## config.mk

```make
export PLATFORM = sky130hd
export DESIGN_NAME = rom_header_validator_top_flat
export DESIGN_NICKNAME = d
export VERILOG_FILES = /design/src/hw/rtl/rhv_pkg.sv /design/src/hw/rtl/rhv_if.sv /design/src/hw/rtl/rom_header_validator_top.sv /design/src/flat_wrapper.sv
export VERILOG_INCLUDE_DIRS = /design/src /design/src/hw/rtl
export SDC_FILE = /design/constraint.sdc
export NUM_CORES = 1
export LEC_CHECK = 0
export BUFFER_PORTS_ARGS = -buffer_cell sky130_fd_sc_hd__buf_4
export CORE_ASPECT_RATIO = 1.75
export CORE_UTILIZATION = 40
export DETAILED_ROUTE_END_ITERATION = 10
export SLEW_MARGIN = 40
export SYNTH_ARGS = -nofsm -noshare
export SYNTH_HDL_FRONTEND = slang
export SYNTH_SLANG_ARGS = --single-unit
```

## constraint.sdc

```tcl
create_clock -name clk -period 7.1 [get_ports clk]
set_input_delay 0.355 -clock clk [delete_from_list [all_inputs] [get_ports clk]]
set_output_delay 0.355 -clock clk [all_outputs]
set_load 0.01 [all_outputs]
```

## src/hw/rtl/assert_macros.svh

```systemverilog
// ----------------------------------------------------------------------------
// assert_macros.svh
// Assertion helpers shared by the RTL; empty when SYNTHESIS is defined
// ----------------------------------------------------------------------------
`ifndef ASSERT_MACROS_SVH
`define ASSERT_MACROS_SVH

`ifndef SYNTHESIS
// condition holds at every clock edge outside reset
`define RHV_ASSERT(lbl, cond, msg) \
    lbl: assert property (@(posedge clk) disable iff (!rst_n) (cond)) else $error(msg);
// consequent holds in the cycle after the antecedent
`define RHV_ASSERT_NEXT(lbl, ante, cons, msg) \
    lbl: assert property (@(posedge clk) disable iff (!rst_n) (ante) |=> (cons)) \
        else $error(msg);
`else
`define RHV_ASSERT(lbl, cond, msg)
`define RHV_ASSERT_NEXT(lbl, ante, cons, msg)
`endif

`endif

```

## src/hw/rtl/rhv_pkg.sv

```systemverilog
// ----------------------------------------------------------------------------
// rhv_pkg
// Types and constants of the ROM header validator
// ----------------------------------------------------------------------------
`default_nettype none

package rhv_pkg;

    // field widths
    localparam int BYTE_W  = 8;
    localparam int NAME_W  = 8;
    localparam int DESC_W  = 16;
    localparam int SIZE_W  = 32;
    localparam int MAGIC_W = 32;
    localparam int CFG_W   = 32;

    // fixed byte positions in the header
    localparam int POS_MAGIC_LAST = 3;
    localparam int POS_NAME_LEN   = 4;
    localparam int POS_DESC_LO    = 5;
    localparam int POS_DESC_HI    = 6;
    localparam int POS_SIZE_FIRST = 7;
    localparam int POS_SIZE_LAST  = 10;
    localparam int POS_CHECKSUM   = 11;
    localparam int FIXED_HDR_LEN  = 12;

    // configuration register indexes
    typedef enum logic [0:0] {
        CFG_MAGIC_WORD = 1'b0,
        CFG_SIZE_LIMIT = 1'b1
    } rhv_cfg_idx_t;

    localparam logic [CFG_W-1:0] SIZE_LIMIT_RST = 32'd65536;

    // result status codes
    typedef enum logic [1:0] {
        ST_OK         = 2'd0,
        ST_BAD_MAGIC  = 2'd1,
        ST_SIZE_LARGE = 2'd2,
        ST_CHK_FAIL   = 2'd3
    } rhv_status_t;

endpackage

`default_nettype wire

```

## src/hw/rtl/rhv_if.sv

```systemverilog
// ----------------------------------------------------------------------------
// rhv_if
// Valid/ready channels of the ROM header validator: header bytes in, results out
// ----------------------------------------------------------------------------
`default_nettype none

interface rhv_in_if;
    logic                      valid;
    logic                      ready;
    logic [rhv_pkg::BYTE_W-1:0] data_byte;
    logic                      first_byte;

    modport source (output valid, output data_byte, output first_byte, input ready);
    modport sink   (input valid, input data_byte, input first_byte, output ready);
endinterface

interface rhv_out_if;
    logic                      valid;
    logic                      ready;
    logic [1:0]                status;
    logic [rhv_pkg::NAME_W-1:0] name_length;
    logic [rhv_pkg::DESC_W-1:0] description_length;
    logic [rhv_pkg::SIZE_W-1:0] rom_size;

    modport source (output valid, output status, output name_length,
                    output description_length, output rom_size, input ready);
    modport sink   (input valid, input status, input name_length,
                    input description_length, input rom_size, output ready);
endinterface

`default_nettype wire

```

## src/hw/rtl/rom_header_validator_top.sv

```systemverilog
// ----------------------------------------------------------------------------
// rom_header_validator_top
// Checks a byte-serial ROM header: magic, size limit and XOR checksum
// ----------------------------------------------------------------------------
// The block takes one header byte per clock cycle, back to back, and an
// accepted byte's result is in the output register in the next cycle. Each byte
// goes through a single registered update of the byte counter, the field
// captures and the running XOR, so the rate is one item per cycle; the input
// only stalls while a finished result sits in the output register and the
// sink is not taking it. A result appears on the first failure (bad magic at
// byte 3, size above the size limit register at byte 10) or after the last
// description byte; bytes after a result are dropped until the next first_byte
// flag. No clearing pass is needed after reset.
`default_nettype none

`include "assert_macros.svh"

module rom_header_validator_top #(
    parameter int UNUSED_BYTES = 4
) (
    input  wire logic                          clk,
    input  wire logic                          rst_n,
    input  wire logic                          cfg_we,
    input  wire logic [0:0]                    cfg_index,
    input  wire logic [rhv_pkg::CFG_W-1:0]     cfg_data,
    rhv_in_if.sink                             in_ch,
    rhv_out_if.source                          out_ch
);

    // counter wide enough for the longest possible header
    localparam int MAX_LAST = rhv_pkg::FIXED_HDR_LEN + UNUSED_BYTES
                              + (2 ** rhv_pkg::NAME_W - 1) + (2 ** rhv_pkg::DESC_W - 1);
    localparam int POS_W = $clog2(MAX_LAST + 1);
    localparam int FIXED_LEN = rhv_pkg::FIXED_HDR_LEN + UNUSED_BYTES;

    // configuration registers
    logic [rhv_pkg::MAGIC_W-1:0] magic_word_reg;
    logic [rhv_pkg::SIZE_W-1:0]  max_size_reg;

    // header state
    logic                         active_reg;
    logic [POS_W-1:0]             pos_reg;
    logic [23:0]                  magic_reg;
    logic [rhv_pkg::NAME_W-1:0]   name_reg;
    logic [rhv_pkg::DESC_W-1:0]   desc_reg;
    logic [rhv_pkg::SIZE_W-1:0]   size_reg;
    logic [rhv_pkg::BYTE_W-1:0]   chk_reg;
    logic [rhv_pkg::BYTE_W-1:0]   xor_reg;

    // result register
    logic                         out_valid_reg;
    rhv_pkg::rhv_status_t         status_reg;
    logic [rhv_pkg::NAME_W-1:0]   out_name_reg;
    logic [rhv_pkg::DESC_W-1:0]   out_desc_reg;
    logic [rhv_pkg::SIZE_W-1:0]   out_size_reg;

    // effective and next values for the byte in hand
    logic                         in_ready;
    logic                         accept;
    logic                         act;
    logic [rhv_pkg::BYTE_W-1:0]   b;
    logic [POS_W-1:0]             p;
    logic [23:0]                  magic_e;
    logic [rhv_pkg::NAME_W-1:0]   name_e;
    logic [rhv_pkg::DESC_W-1:0]   desc_e;
    logic [rhv_pkg::SIZE_W-1:0]   size_e;
    logic [rhv_pkg::BYTE_W-1:0]   chk_e;
    logic [rhv_pkg::BYTE_W-1:0]   xor_e;
    logic [23:0]                  magic_next;
    logic [rhv_pkg::NAME_W-1:0]   name_next;
    logic [rhv_pkg::DESC_W-1:0]   desc_next;
    logic [rhv_pkg::SIZE_W-1:0]   size_next;
    logic [rhv_pkg::BYTE_W-1:0]   chk_next;
    logic [rhv_pkg::BYTE_W-1:0]   xor_next;
    logic [1:0]                   size_sel;
    logic [POS_W-1:0]             last_pos;
    logic                         bad_magic;
    logic                         size_large;
    logic                         hdr_end;
    logic                         res_now;
    rhv_pkg::rhv_status_t         res_status;

    // handshake: a waiting result only blocks input when the sink stalls
    assign in_ready = !out_valid_reg || out_ch.ready;
    assign accept   = in_ch.valid && in_ready;
    assign in_ch.ready = in_ready;

    // a first flag starts from a cleared header
    assign act     = in_ch.first_byte || active_reg;
    assign b       = in_ch.data_byte;
    assign p       = in_ch.first_byte ? '0 : pos_reg;
    assign magic_e = in_ch.first_byte ? '0 : magic_reg;
    assign name_e  = in_ch.first_byte ? '0 : name_reg;
    assign desc_e  = in_ch.first_byte ? '0 : desc_reg;
    assign size_e  = in_ch.first_byte ? '0 : size_reg;
    assign chk_e   = in_ch.first_byte ? '0 : chk_reg;
    assign xor_e   = in_ch.first_byte ? '0 : xor_reg;

    // byte lane of the size field: positions 7..10 map to lanes 0..3
    assign size_sel = p[1:0] + 2'd1;

    // field captures at fixed positions
    always_comb
    begin
        magic_next = magic_e;
        name_next  = name_e;
        desc_next  = desc_e;
        size_next  = size_e;
        chk_next   = chk_e;
        priority if (p < POS_W'(rhv_pkg::POS_MAGIC_LAST))
        begin
            magic_next[{p[1:0], 3'b000} +: 8] = b;
        end
        else if (p == POS_W'(rhv_pkg::POS_NAME_LEN))
        begin
            name_next = b;
        end
        else if (p == POS_W'(rhv_pkg::POS_DESC_LO))
        begin
            desc_next[7:0] = b;
        end
        else if (p == POS_W'(rhv_pkg::POS_DESC_HI))
        begin
            desc_next[15:8] = b;
        end
        else if (p >= POS_W'(rhv_pkg::POS_SIZE_FIRST) && p <= POS_W'(rhv_pkg::POS_SIZE_LAST))
        begin
            size_next[{size_sel, 3'b000} +: 8] = b;
        end
        else if (p == POS_W'(rhv_pkg::POS_CHECKSUM))
        begin
            chk_next = b;
        end
        else
        begin
            chk_next = chk_e;
        end
    end

    // running xor skips the checksum byte
    assign xor_next = (p == POS_W'(rhv_pkg::POS_CHECKSUM)) ? xor_e : (xor_e ^ b);

    // checks
    assign last_pos   = POS_W'(FIXED_LEN) + POS_W'(name_next) + POS_W'(desc_next) - POS_W'(1);
    assign bad_magic  = (p == POS_W'(rhv_pkg::POS_MAGIC_LAST))
                        && ({b, magic_e} != magic_word_reg);
    assign size_large = (p == POS_W'(rhv_pkg::POS_SIZE_LAST)) && (size_next > max_size_reg);
    assign hdr_end    = (p >= POS_W'(rhv_pkg::POS_CHECKSUM)) && (p == last_pos);
    assign res_now    = act && (bad_magic || size_large || hdr_end);

    // status of the result in hand
    always_comb
    begin
        priority if (bad_magic)
        begin
            res_status = rhv_pkg::ST_BAD_MAGIC;
        end
        else if (size_large)
        begin
            res_status = rhv_pkg::ST_SIZE_LARGE;
        end
        else if (xor_next == chk_next)
        begin
            res_status = rhv_pkg::ST_OK;
        end
        else
        begin
            res_status = rhv_pkg::ST_CHK_FAIL;
        end
    end

    // configuration writes
    always_ff @(posedge clk or negedge rst_n)
    begin
        if (!rst_n)
        begin
            magic_word_reg <= '0;
            max_size_reg   <= rhv_pkg::SIZE_LIMIT_RST;
        end
        else if (cfg_we)
        begin
            unique case (rhv_pkg::rhv_cfg_idx_t'(cfg_index))
                rhv_pkg::CFG_MAGIC_WORD: magic_word_reg <= cfg_data;
                rhv_pkg::CFG_SIZE_LIMIT: max_size_reg   <= cfg_data;
                default:                 magic_word_reg <= magic_word_reg;
            endcase
        end
    end

    // header control state
    always_ff @(posedge clk or negedge rst_n)
    begin
        if (!rst_n)
        begin
            active_reg <= 1'b0;
            pos_reg    <= '0;
        end
        else if (accept && act)
        begin
            active_reg <= !res_now;
            pos_reg    <= p + POS_W'(1);
        end
    end

    // captured fields and running xor
    always_ff @(posedge clk)
    begin
        if (accept && act)
        begin
            magic_reg <= magic_next;
            name_reg  <= name_next;
            desc_reg  <= desc_next;
            size_reg  <= size_next;
            chk_reg   <= chk_next;
            xor_reg   <= xor_next;
        end
    end

    // result valid flag
    always_ff @(posedge clk or negedge rst_n)
    begin
        if (!rst_n)
        begin
            out_valid_reg <= 1'b0;
        end
        else if (accept && res_now)
        begin
            out_valid_reg <= 1'b1;
        end
        else if (out_ch.ready)
        begin
            out_valid_reg <= 1'b0;
        end
    end

    // result payload; bad magic reports no fields
    always_ff @(posedge clk)
    begin
        if (accept && res_now)
        begin
            status_reg   <= res_status;
            out_name_reg <= bad_magic ? '0 : name_next;
            out_desc_reg <= bad_magic ? '0 : desc_next;
            out_size_reg <= bad_magic ? '0 : size_next;
        end
    end

    assign out_ch.valid              = out_valid_reg;
    assign out_ch.status             = status_reg;
    assign out_ch.name_length        = out_name_reg;
    assign out_ch.description_length = out_desc_reg;
    assign out_ch.rom_size           = out_size_reg;

    // checks on the control logic
    `RHV_ASSERT(a_magic_no_fields, !(out_valid_reg && status_reg == rhv_pkg::ST_BAD_MAGIC) || (out_name_reg == '0 && out_desc_reg == '0 && out_size_reg == '0), "bad magic result carries fields")
    `RHV_ASSERT_NEXT(a_idle_after_result, accept && res_now, !active_reg && out_valid_reg, "header still active after its result")
    `RHV_ASSERT_NEXT(a_hold_on_stall, !in_ready, $stable(pos_reg) && $stable(active_reg), "header state moved while input was stalled")

endmodule

`default_nettype wire
```

## src/flat_wrapper.sv

```systemverilog
// flat-port wrapper written by rule: the top's interface ports become plain ports
module rom_header_validator_top_flat 
#(
    parameter int UNUSED_BYTES = 4
)
  (clk, rst_n, cfg_we, cfg_index, cfg_data, in_ch_valid, in_ch_data_byte, in_ch_first_byte, in_ch_ready, out_ch_valid, out_ch_status, out_ch_name_length, out_ch_description_length, out_ch_rom_size, out_ch_ready);
  rhv_in_if in_ch_i ();
  rhv_out_if out_ch_i ();
  input  wire logic clk;
  input  wire logic rst_n;
  input  wire logic cfg_we;
  input  wire logic [0:0] cfg_index;
  input  wire logic [rhv_pkg::CFG_W-1:0] cfg_data;
  input wire logic [$bits(in_ch_i.valid)-1:0] in_ch_valid;
  input wire logic [$bits(in_ch_i.data_byte)-1:0] in_ch_data_byte;
  input wire logic [$bits(in_ch_i.first_byte)-1:0] in_ch_first_byte;
  output wire logic [$bits(in_ch_i.ready)-1:0] in_ch_ready;
  output wire logic [$bits(out_ch_i.valid)-1:0] out_ch_valid;
  output wire logic [$bits(out_ch_i.status)-1:0] out_ch_status;
  output wire logic [$bits(out_ch_i.name_length)-1:0] out_ch_name_length;
  output wire logic [$bits(out_ch_i.description_length)-1:0] out_ch_description_length;
  output wire logic [$bits(out_ch_i.rom_size)-1:0] out_ch_rom_size;
  input wire logic [$bits(out_ch_i.ready)-1:0] out_ch_ready;
  assign in_ch_i.valid = in_ch_valid;
  assign in_ch_i.data_byte = in_ch_data_byte;
  assign in_ch_i.first_byte = in_ch_first_byte;
  assign in_ch_ready = in_ch_i.ready;
  assign out_ch_valid = out_ch_i.valid;
  assign out_ch_status = out_ch_i.status;
  assign out_ch_name_length = out_ch_i.name_length;
  assign out_ch_description_length = out_ch_i.description_length;
  assign out_ch_rom_size = out_ch_i.rom_size;
  assign out_ch_i.ready = out_ch_ready;
  rom_header_validator_top #(.UNUSED_BYTES(UNUSED_BYTES)) u_core (.clk(clk), .rst_n(rst_n), .cfg_we(cfg_we), .cfg_index(cfg_index), .cfg_data(cfg_data), .in_ch(in_ch_i), .out_ch(out_ch_i));
endmodule
```

==> reports/metrics.yaml <==
clocking:
  cts-buffers-inserted: 23
  cts_resized: 0
  clock_tree.root_cell: "sky130_fd_sc_hd__clkbuf_16"
  worst_setup_hold_path_clk_slew_ns: 0.07
  postCtsSetupBuffers: 0
  maximum_number_of_buffers_from_clock_root_to_sink: 3
  later_pin_clock_latency_in_the_skew_report_ns: 0.55
  post_cts_hold_buffer_count: 1
  cts_tree: "done"
  clock_sinks: 237
  htree_num_levels: 1
job:
  timing.max_cap.violations: 0
global_route:
  antenna_found_initial: 0
  grt_pass1_wl_um: 53860
  vias_in_the_first_global_route: 9615
  maximum_number_of_pins_on_one_net_before_global_route_repair: 66
  globalRouteTotalUtil_pct: 21.00
  grt-ovfl-total: 0
worst_setup_path:
  rr_endpoint: "u_core.out_ch.status[1]$_SDFFCE_PP0P_"
  worst_setup_path_start_kind: "register"
  critical_path.cell_chain: "nor3_1 > nand2_1 > nor4_1 > and2_1 > nor3b_1 > a21oi_1 > inv_1 > ha_1 > xor2_1 > ha_1 > inv_1 > ha_1 > and2_1 > nand3_1 > a211oi_1 > o31ai_1 > a31o_2 > or4b_1 > a311o_1 > nand2_2 > buf_12"
  worstPathMaxFanout: 58
  cp_data_arrival_time_ns: 6.64
  crit_required_ns: 7.31
  r2r_start: "u_core.pos_reg[16]$_DFFE_PN0P_"
  worst_setup_path_category: "reg -> reg"
  regToRegSetupSlack_ns: 0.67
  endpoint_kind: "register"
  cpMostUsedCell: "sky130_fd_sc_hd__ha_1"
  critical_path.slowest_cell: "sky130_fd_sc_hd__and2_1"
  cp_slowest_stage_delay_ns: 0.59
  worst-r2r-cell-count: 21
floorplanning:
  core_region_area_sq_mm: 0.03222
  placement_row_count: 87
  fp.dieH_um: 241.4
  initial_core_util_pct: 40.66
  pin_count: 107
  die_area_sq_mm: 0.03351
  floorplan.die.width_um: 138.8
pwr:
  p_sw_w: 0.0009885
  leakage_nw: 6.248
  intPower_w: 0.002570
  combinationalPowerShare_pct: 17.7
  power-per-cell-area_mw_per_mm2: 235.6
  irDropWorstVdd_v: 0.0001611
  power.share.clock_pct: 35.3
  sequentialPowerShare_pct: 47.0
  power_switching_share_pct: 27.78
placed_design:
  globalplace.congestion: 0.8475
  place_hpwl_um: 24690
  buffer_ports.inserted: 106
  detailed_place.area_sq_mm: 0.01432
final_layout:
  mostFrequentLayoutCell: "sky130_fd_sc_hd__edfxtp_1"
  finalNetCount: 1419
  antenna_cells: 0
  most-common-layout-cells: "154 x sky130_fd_sc_hd__edfxtp_1, 124 x sky130_fd_sc_hd__buf_4, 89 x sky130_fd_sc_hd__inv_1"
  post-route-util_pct: 46.87
  layout_cells_sized_above_1_pct: 18.61
  design_area_sq_mm: 0.01510
  syn_to_final_growth_pct: 15.27
synthesis:
  yosysWarningCount: 0
  netlist-cell-type-count: 70
  yosysSeqAreaShare_pct: 51.16
  synth_flop_cell: "sky130_fd_sc_hd__edfxtp_1"
  postSynthAreaPerCell_sq_um: 10.71
  ys_ff_latch: 237
  most_area_hungry_cell_type_in_the_yosys_netlist: "sky130_fd_sc_hd__edfxtp_1"
  synthArstFlopShare_pct: 35.02
  synth_top_area_share_pct: 35.30
  synth_top_cells_by_area: "sky130_fd_sc_hd__edfxtp_1 35%, sky130_fd_sc_hd__dfrtp_1 16%, sky130_fd_sc_hd__mux2_2 5.9%"
  synth_fp_nets: 1332
  synthesized_instance_count: 1223
  synth_enable_flop_cells: 154
  syn-cell-area_sq_mm: 0.01310
timing:
  drv_slew: 0
  final-setup-viol-count: 0
  hold_violations: 0
  grt_setup_unrepaired: "false"
  maxClockFrequency_mhz: 155.4
  fin_crit_ns: 6.434
  worst_slew_margin_rel_pct: 48.82
  tns_setup_ns: 0
  clock_skew_ns: 0.01849
  part_of_the_cycle_the_worst_path_needs_pct: 90.62
  max_slew.worst_pin.slew_ns: 0.7677
outcome:
  violations: "design-rule violations"
  status: "finished with violations"
routing:
  postRouteAntennaNets: 0
  routed_wire_length_per_instance_um: 20.06
  routed_wl_um: 34650
  first_iter_violations: 587
  vias_per_cell: 5.547
  drt_pass1_iterations: 8
  vias: 9579
  drcViolationCount: 12
min_path:
  hold-path-endpoint: "u_core.magic_word_reg[1]$_DFFE_PN0P_"
  hp-start: "cfg_data[1]"
  whs_path_depth: 2
  hold_path.class: "in -> reg"
-- logic make-up after synthesis --
logic type / count (synthesis) / synth area share (%)
AOI/OAI and AO/OA: 245 / 12.25
xor gates and xnor gates: 66 / 4.412
adders and majority gates: 62 / 5.978
buffers and inverters: 156 / 4.575
DFF: 237 / 51.16
muxes: 76 / 6.466
and+or+nand+nor: 381 / 15.16
-- routing by layer --
layer / GRT usage, % / routed length, um / vias to the layer above
li1: - / - / 4598
met1: 22.57 / 13110 / 4670
met2: 40.25 / 18670 / 242
met3: 2.036 / 1188 / 69
met4: 11.65 / 1686 / 0
met5: 0 / 0 / -
-- power groups by stage --
| stage | Combinational (W) | Sequential (W) | Clock [W] |
|---|---|---|---|
| detailed placement | 0.000629 | 0.00170 | 0 |
| finish | 0.000630 | 0.00167 | 0.00126 |
| CTS | 0.000633 | 0.00167 | 0.00129 |
| global placement | 0.000616 | 0.00169 | 0 |
| global route | 0.000703 | 0.00169 | 0.00134 |
| floorplan | 0.000457 | 0.00167 | 0 |
-- worst max-delay path by stage --
| stage | cells after the start | slack [ns] | start | end |
|---|---|---|---|---|
| CTS | 21 | 0.71 | u_core.pos_reg[16]$_DFFE_PN0P_ | u_core.out_ch.status[1]$_SDFFCE_PP0P_ |
| global placement | 21 | 0.84 | u_core.pos_reg[16]$_DFFE_PN0P_ | u_core.out_ch.name_length[2]$_SDFFCE_PP0P_ |
| floorplan | 22 | 0.28 | in_ch_first_byte | u_core.out_ch.description_length[0]$_SDFFCE_PP0P_ |
| finish | 21 | 0.67 | u_core.pos_reg[16]$_DFFE_PN0P_ | u_core.out_ch.status[1]$_SDFFCE_PP0P_ |
| detailed placement | 22 | 0.72 | in_ch_first_byte | u_core.out_ch.status[1]$_SDFFCE_PP0P_ |
| global route | 21 | 0.29 | u_core.pos_reg[16]$_DFFE_PN0P_ | u_core.out_ch.name_length[1]$_SDFFCE_PP0P_ |
-- through the flow --
stage | setup slack (ns) | hold WS [ns] | total power [W] | cells
floorplan | 0.2848 | 0.05941 | 0.002130 | 1223
global placement | 0.8365 | 0.2404 | 0.002310 | 1684
detailed placement | 0.7211 | 0.2433 | 0.002330 | 1684
CTS | 0.7063 | 0.02852 | 0.003596 | 1727
global route | 0.2900 | 0.03798 | 0.003723 | 1727
finish | 0.6662 | 0.05125 | 0.003558 | 1727
-- synthesized netlist by cell type (7+ instances only) --
library cell,number
sky130_fd_sc_hd__a211oi_1,7
sky130_fd_sc_hd__a21o_1,17
sky130_fd_sc_hd__a21oi_1,71
sky130_fd_sc_hd__a22o_1,28
sky130_fd_sc_hd__a31oi_1,17
sky130_fd_sc_hd__and2_1,33
sky130_fd_sc_hd__buf_1,11
sky130_fd_sc_hd__buf_2,8
sky130_fd_sc_hd__clkbuf_1,45
sky130_fd_sc_hd__dfrtp_1,82
sky130_fd_sc_hd__edfxtp_1,154
sky130_fd_sc_hd__ha_1,61
sky130_fd_sc_hd__inv_1,89
sky130_fd_sc_hd__mux2_2,69
sky130_fd_sc_hd__mux2i_1,7
sky130_fd_sc_hd__nand2_1,87
sky130_fd_sc_hd__nand2b_1,7
sky130_fd_sc_hd__nand3_1,37
sky130_fd_sc_hd__nand4_1,16
sky130_fd_sc_hd__nor2_1,87
sky130_fd_sc_hd__nor2b_1,26
sky130_fd_sc_hd__nor3_1,18
sky130_fd_sc_hd__nor3b_1,26
sky130_fd_sc_hd__nor4bb_1,9
sky130_fd_sc_hd__o21ai_0,50
sky130_fd_sc_hd__o32ai_1,8
sky130_fd_sc_hd__xnor2_1,49
sky130_fd_sc_hd__xor2_1,17
-- final cells by class --
type | instances | area (sq um)
Clock buffer | 34 | 710.7
Sequential cell | 237 | 6703
Clock inverter | 8 | 63.81
Inverter | 91 | 344.1
Fill cell | 2999 | 17120
Timing Repair Buffer | 127 | 972.2
Tap cell | 400 | 500.5
Multi-Input combinational cell | 830 | 5808
-- critical path, delay by kind of cell, from the launching register on --
family	cells	cell delay (ns)
flip-flops	1	0.42
AND/OR/NAND/NOR	9	2.78
adder cells (fa/ha/maj)	3	0.85
buffers and inverters	3	0.43
XOR/XNOR	1	0.17
AO/OA/AOI/OAI	5	1.38
Note: power is estimated with default switching activity, not from simulation.
